--- config.mk ---
export PLATFORM = sky130hd
export DESIGN_NAME = fcull_plane
export DESIGN_NICKNAME = d
export VERILOG_FILES = /design/src/design/fcull_pkg.sv /design/src/design/fcull_plane.sv
export SDC_FILE = /design/constraint.sdc
export NUM_CORES = 2
export LEC_CHECK = 0
export BUFFER_PORTS_ARGS = -buffer_cell sky130_fd_sc_hd__buf_4
export CAP_MARGIN = 15
export CORE_MARGIN = 2
export CORE_UTILIZATION = 50
export CTS_BUF_LIST = sky130_fd_sc_hd__clkbuf_8 sky130_fd_sc_hd__clkbuf_16
export CTS_CLUSTER_SIZE = 14
export DETAILED_ROUTE_END_ITERATION = 16
export GPL_TIMING_DRIVEN = 1
export PLACE_DENSITY = 0.63
export SYNTH_ARGS = -nofsm -noshare
export SYNTH_HDL_FRONTEND = slang
export SYNTH_SLANG_ARGS = --single-unit
export TNS_END_PERCENT = 5
--- constraint.sdc ---
create_clock -name clk -period 20.6 [get_ports clk]
set_input_delay 4.12 -clock clk [delete_from_list [all_inputs] [get_ports clk]]
set_output_delay 4.12 -clock clk [all_outputs]
set_load 0.005 [all_outputs]
--- src/design/fcull_pkg.sv ---
// ----------------------------------------------------------------------------
// fcull_pkg
// shared types and constants for the frustum cull test unit
// ----------------------------------------------------------------------------
package fcull_pkg;

	localparam int PLANE_COUNT = 6;
	localparam int CFG_DATA_W  = 64;
	localparam int CFG_IDX_W   = 3;

	// register indexes
	localparam logic [CFG_IDX_W-1:0] REG_PLANE_LEFT   = 3'd0;
	localparam logic [CFG_IDX_W-1:0] REG_PLANE_RIGHT  = 3'd1;
	localparam logic [CFG_IDX_W-1:0] REG_PLANE_TOP    = 3'd2;
	localparam logic [CFG_IDX_W-1:0] REG_PLANE_BOTTOM = 3'd3;
	localparam logic [CFG_IDX_W-1:0] REG_PLANE_NEAR   = 3'd4;
	localparam logic [CFG_IDX_W-1:0] REG_PLANE_FAR    = 3'd5;

	// test kinds
	localparam logic [1:0] ACT_POINT  = 2'd0;
	localparam logic [1:0] ACT_SPHERE = 2'd1;
	localparam logic [1:0] ACT_BOX    = 2'd2;
	localparam logic [1:0] ACT_RSVD   = 2'd3;

	// packed plane, normals q2.14, offset in coordinate units
	typedef struct packed {
		logic signed [15:0] offset;
		logic signed [15:0] nz;
		logic signed [15:0] ny;
		logic signed [15:0] nx;
	} plane_t;

endpackage

--- src/design/fcull_plane.sv ---
// ----------------------------------------------------------------------------
// fcull_plane
// pipelined sign test of the signed distance of one object against one plane, three stages
// ----------------------------------------------------------------------------
module fcull_plane import fcull_pkg::*; #(
	parameter int COORD_WIDTH      = 16,
	parameter int NORMAL_FRAC_BITS = 14
) (
	input  logic                          clk,
	input  plane_t                        plane,
	input  logic                          is_box,
	input  logic                          is_sphere,
	input  logic signed [COORD_WIDTH-1:0] pos_x,
	input  logic signed [COORD_WIDTH-1:0] pos_y,
	input  logic signed [COORD_WIDTH-1:0] pos_z,
	input  logic signed [COORD_WIDTH-1:0] corner_x,
	input  logic signed [COORD_WIDTH-1:0] corner_y,
	input  logic signed [COORD_WIDTH-1:0] corner_z,
	input  logic        [COORD_WIDTH-1:0] sphere_radius,
	output logic                          reject
);

	localparam int PW  = 16 + COORD_WIDTH;
	localparam int KW  = ((COORD_WIDTH + 1 > 16) ? COORD_WIDTH + 1 : 16) + 1;
	localparam int SKW = KW + NORMAL_FRAC_BITS;
	localparam int DW  = ((PW > SKW) ? PW : SKW) + 2;

	logic signed [COORD_WIDTH-1:0] vx, vy, vz;
	logic signed [KW-1:0]          k;
	logic signed [PW-1:0]          prod_x_s2, prod_y_s2, prod_z_s2;
	logic signed [KW-1:0]          k_s2;
	logic signed [DW-1:0]          sum_a_s3, sum_b_s3;
	logic signed [DW-1:0]          total;
	logic                          reject_s4;

	// positive vertex for box, plain position otherwise
	always_comb begin
		vx = (is_box && !plane.nx[15]) ? corner_x : pos_x;
		vy = (is_box && !plane.ny[15]) ? corner_y : pos_y;
		vz = (is_box && !plane.nz[15]) ? corner_z : pos_z;
		k  = KW'(plane.offset) + (is_sphere ? KW'({1'b0, sphere_radius}) : KW'(0));
	end

	always_ff @(posedge clk) begin
		prod_x_s2 <= PW'(plane.nx) * PW'(vx);
		prod_y_s2 <= PW'(plane.ny) * PW'(vy);
		prod_z_s2 <= PW'(plane.nz) * PW'(vz);
		k_s2      <= k;
	end

	always_ff @(posedge clk) begin
		sum_a_s3 <= DW'(prod_x_s2) + DW'(prod_y_s2);
		sum_b_s3 <= DW'(prod_z_s2) + (DW'(k_s2) <<< NORMAL_FRAC_BITS);
	end

	assign total = sum_a_s3 + sum_b_s3;

	always_ff @(posedge clk) begin
		reject_s4 <= total[DW-1];
	end

	assign reject = reject_s4;

endmodule

; Word-level counts from Yosys, hierarchy flattened
; Cells that the tools add are included.
[totals]
reg_bits = 181
inputBits = 179
output_inout_bits = 1
wordCells = 24
[op_classes]
add_sub_neg = 4
mul = 3
mux = 4
n_reduce_logical = 6
[ops]
columns = operator, n
row1 = multiplier 16 x 16 -> 32 bit, 3
row2 = adder 32 x 32 -> 33 bit, 2
row3 = two-way mux 16 bit, 4
row4 = adder 33 x 33 -> 34 bit, 1
row5 = adder 16 x 17 -> 18 bit, 1
row6 = logical AND 1 bit, 3
row7 = zero test 1 bit, 3

; Depth between registers and ports, before layout
[depth]
depth_word = 4
depth_mapped = 27
depth_no_buf = 24

; Worst setup path before layout
; No wires, ideal clock.
[synth_path]
kind = input -> register
from = input port is_box
to = register prod_y_s2[30]
setup_time_ns = 0.073
arrival_ns = 10.889
required_ns = 20.527
slack_ns = 9.638
stages = 25
path_cell_list = nor2b_1 > clkbuf_1 > buf_1 > mux2i_1 > clkbuf_1 > nor2b_1 > fa_1 > inv_1 > fa_1 > fa_1 > inv_1 > fa_1 > fa_1 > inv_1 > fa_1 > inv_1 > ha_1 > and2_1 > o21ai_0 > nand2_1 > o22a_1 > a311o_1 > or4_4 > a2111o_1 > o211ai_2
[synth_via]
elab_chain_cells = 3
[synth_lines]
columns = element, line
row1 = start: declaration, fcull_plane.sv:11  ; input logic is_box,
row2 = logical AND 1 bit, fcull_plane.sv:39  ; vy = (is_box && !plane.ny[15]) ? corner_y : pos_y;
row3 = two-way mux 16 bit, fcull_plane.sv:39
row4 = multiplier 16 x 16 -> 32 bit, fcull_plane.sv:46  ; prod_y_s2 <= PW'(plane.ny) * PW'(vy);
row5 = end signal: assignment, fcull_plane.sv:46
row6 = end: declaration, fcull_plane.sv:30  ; logic signed [PW-1:0] prod_x_s2, prod_y_s2, prod_z_s2;
; Every way passes these cells.

; Worst setup path after layout
[layout_path]
from = input port is_box
to = register prod_y_s2[31]
; The elaborated chain is that of the path after synthesis.

==> flow_summary.json <==
{
  "fin_tns_setup_ns": 0,
  "clock_sinks": 181,
  "cts_tree": "yes",
  "synth_async_sr_flop_share_pct": 0,
  "rsz0062_at_grt": "false",
  "syn_area_per_cell_sq_um": 9.36,
  "hpwl_microns": 72100,
  "ys_ff_latch": 181,
  "drtPass1Iterations": 6,
  "fp.dieH_microns": 278,
  "numCtsBuffers": 17,
  "yosysTopAreaCellShare_pct": 41.9,
  "yosys.area.top_type": "fa_1",
  "holdCritPathClass": "reg2reg",
  "ctsResizeCount": 0,
  "finalHoldViolations": 0,
  "antenna_found_initial": 1,
  "cts_buffer_depth": 2,
  "coreArea_sq_um": 74600,
  "io_buffer_count": 179,
  "drc_errors": 0,
  "top_level_ports": 180,
  "start_util_pct": 50.5,
  "synth_mux_area_share_pct": 1.49,
  "min_to": "sum_b_s3[1]",
  "fin_skew_ns": 0.0211,
  "syn_nets": 5338,
  "gp_congestion": 0.879,
  "synth_simple_gate_area_share_pct": 14.7,
  "ys_warn_count": 0,
  "grt_first_pass_wirelength_microns": 147000,
  "die_w_microns": 278,
  "drtIter0Drc": 1326,
  "synth_edf_count": 0,
  "synth-main-ff-cell": "dfxtp_1",
  "synth_top_family_by_area": "adder cells",
  "grt_max_degree": 19,
  "fin_crit_sh_pct": 54.2,
  "grt_pass1_vias": 28606,
  "via_per_inst": 5.16,
  "min_period_ns": 11.17,
  "worstHoldPathCells": 0,
  "drt-total-wl_microns": 85200,
  "cts_setup_buffers": 0,
  "worstMarginPinSlew_ns": 1.08,
  "synthAdderAreaFrac_pct": 53.4,
  "worstSetupPathType": "in2reg",
  "syn_area_sq_um": 37700,
  "path_clk_slew_ns": 0.07,
  "wire_per_inst_microns": 16.6,
  "r2r_start": "prod_x_s2[6]",
  "row_count": 100,
  "ys_seq_area_share_pct": 9.62,
  "grt_overflow": 0,
  "cp.arrival_ns": 11.48,
  "cp.required_ns": 20.91,
  "final_antenna_net_count": 0,
  "netlist_instances": 4025,
  "ctsHoldBuffers": 0,
  "ys_types": 82,
  "ff2ff_path_depth": 8,
  "regToRegEndpoint": "sum_a_s3[29]",
  "grt_util_all_layers_pct": 23.4,
  "rrSetupSlack_ns": 17.51,
  "fmax_mhz": 89.5,
  "endpoint_kind": "register",
  "slew_headroom_pct": 27.9,
  "status": "completed",
  "die_area_sq_um": 77600,
  "hold_start": "prod_z_s2[1]",
  "crit_path_start_kind": "primary input",
  "synth-compound-area-share_pct": 7.02,
  "clkLatencyLatePin_ns": 0.44,
  "synthTopCellsByArea": "fa_1 (42%), ha_1 (11%), dfxtp_1 (9.6%)",
  "layout-drive-gt1-share_pct": 7.50,
  "yosys.area_share.xor_xnor_pct": 3.58,
  "cts_max_level": 4,
  "drv_slew": 0,
  "setup_viol": 0,
  "num_vias": 26412,
  "maxCapViolCount": 0,
  "syn_to_final_growth_pct": 7.62,
  "cts_root_buf": "clkbuf_16",
  "path_max_fanout": 16,
  "layout.nets": 5446
}
-- area by class of cell --
cell class,count,area [sq um]
Antenna cell,1,2.50
Clock buffer,18,439
Clock inverter,13,138
Fill cell,6871,34000
Inverter,910,3420
Multi-Input combinational cell,2826,30200
Sequential cell,181,3620
Tap cell,969,1210
Timing Repair Buffer,197,1480
-- cell usage in the layout (no fill, tap or decap), types with 15 or more instances in the layout --
cell | Yosys | final
fa_1 | 789 | 789
o21a_1 | 18 | 18
mux2_2 | 34 | 34
dfxtp_1 | 181 | 181
mux2i_1 | 18 | 17
or2_2 | 20 | 20
xor2_1 | 31 | 31
nor3_1 | 41 | 41
xnor2_1 | 123 | 123
nor2_1 | 123 | 123
clkbuf_16 | 0 | 17
nand2_1 | 385 | 385
nand3_1 | 24 | 24
nor2b_1 | 193 | 191
o21bai_1 | 17 | 17
a21oi_1 | 118 | 118
nand4_1 | 15 | 15
nand2b_1 | 31 | 31
o21ai_0 | 60 | 60
and2_1 | 222 | 222
a211oi_1 | 18 | 18
ha_1 | 345 | 345
inv_1 | 910 | 910
buf_4 | 0 | 197
a21o_1 | 45 | 45
-- sequential cells by signal (all words and copies together), names as in the netlist --
register / count
k_s2: 18
prod_x_s2: 32
prod_y_s2: 32
prod_z_s2: 32
reject: 1
sum_a_s3: 33
sum_b_s3: 33
-- stage by stage --
step | instances | utilization [%] | hold slack (ns) | area [sq um] | setup WS, ns
after floorplan | 4025 | - | 0.310 | 37700 | 9.64
after global placement | 5083 | 53.6 | 0.314 | 40000 | 9.08
after global routing | 5114 | 54.4 | 0.328 | 40500 | 8.87
after CTS | 5114 | 54.4 | 0.323 | 40500 | 9.40
final | 5115 | 54.4 | 0.317 | 40500 | 9.43
after detailed placement | 5083 | 53.6 | 0.314 | 40000 | 8.97
-- worst max-delay path, cell delays in order --
cell and delay (ns):
buf_4 0.19, nor2b_2 0.89, mux2_2 0.54, nand2_1 0.13, fa_1 0.54, inv_1 0.05, fa_1 0.50, inv_1 0.05
fa_1 0.53, inv_1 0.05, fa_1 0.46, fa_1 0.51, inv_1 0.05, fa_1 0.48, inv_1 0.05, ha_1 0.37
nand3_1 0.13, nor2_1 0.18, o21ai_0 0.10, o31ai_1 0.79, a2111oi_0 0.30, o21bai_1 0.23, a21oi_1 0.10, xnor2_1 0.12
-- how the worst max path moves through the flow --
stage               depth (start not counted)   start  slack (ns)             to
floorplan                                  25  is_box        9.64  prod_y_s2[30]
global route                               24  is_box        8.87  prod_y_s2[31]
global placement                           23  is_box        9.08  prod_y_s2[31]
detailed placement                         23  is_box        8.97  prod_y_s2[31]
CTS                                        23  is_box        9.40  prod_y_s2[31]
finish                                     24  is_box        9.43  prod_y_s2[31]
-- layer usage --
metal	vias to the layer above	track usage, %	part of all wire [%]
li1	12454	-	-
met1	13355	31.6	44
met2	522	41.7	50
met3	81	1.98	3.4
met4	0	4.36	1.8
met5	-	0	0
-- synth_stat cells (all sizes together), types with 9 or more instances --
cell and instances:
ha 345, nand2b 31, o31ai 11, o21a 18, nand2 385, nand4 15
inv 910, mux2i 18, xnor2 123, a21oi 120, o21bai 17, nand3 25
mux2 34, a21o 46, nor2b 193, and2 223, or2 20, xor2 31
a211oi 18, a2111oi 14, o211ai 11, fa 789, clkbuf 103, nor4 11
nor3 41, a31oi 10, dfxtp 181, and3 9, nor2 123, o21ai 65
-- kinds of logic (layout without fill, tap and decap cells) --
| family | count (synthesis) | after routing |
|---|---|---|
| fa+ha+maj | 1134 | 1134 |
| simple gates | 1096 | 1096 |
| buf+inv | 1018 | 1138 |
| compound gates | 390 | 390 |
| flops | 181 | 181 |
| xor+xnor | 154 | 154 |
| mux | 52 | 52 |
| other cells | 0 | 1 |
Power is not shown: default switching activity piles up to over one toggle a cycle in this logic, so the estimate is an artifact.
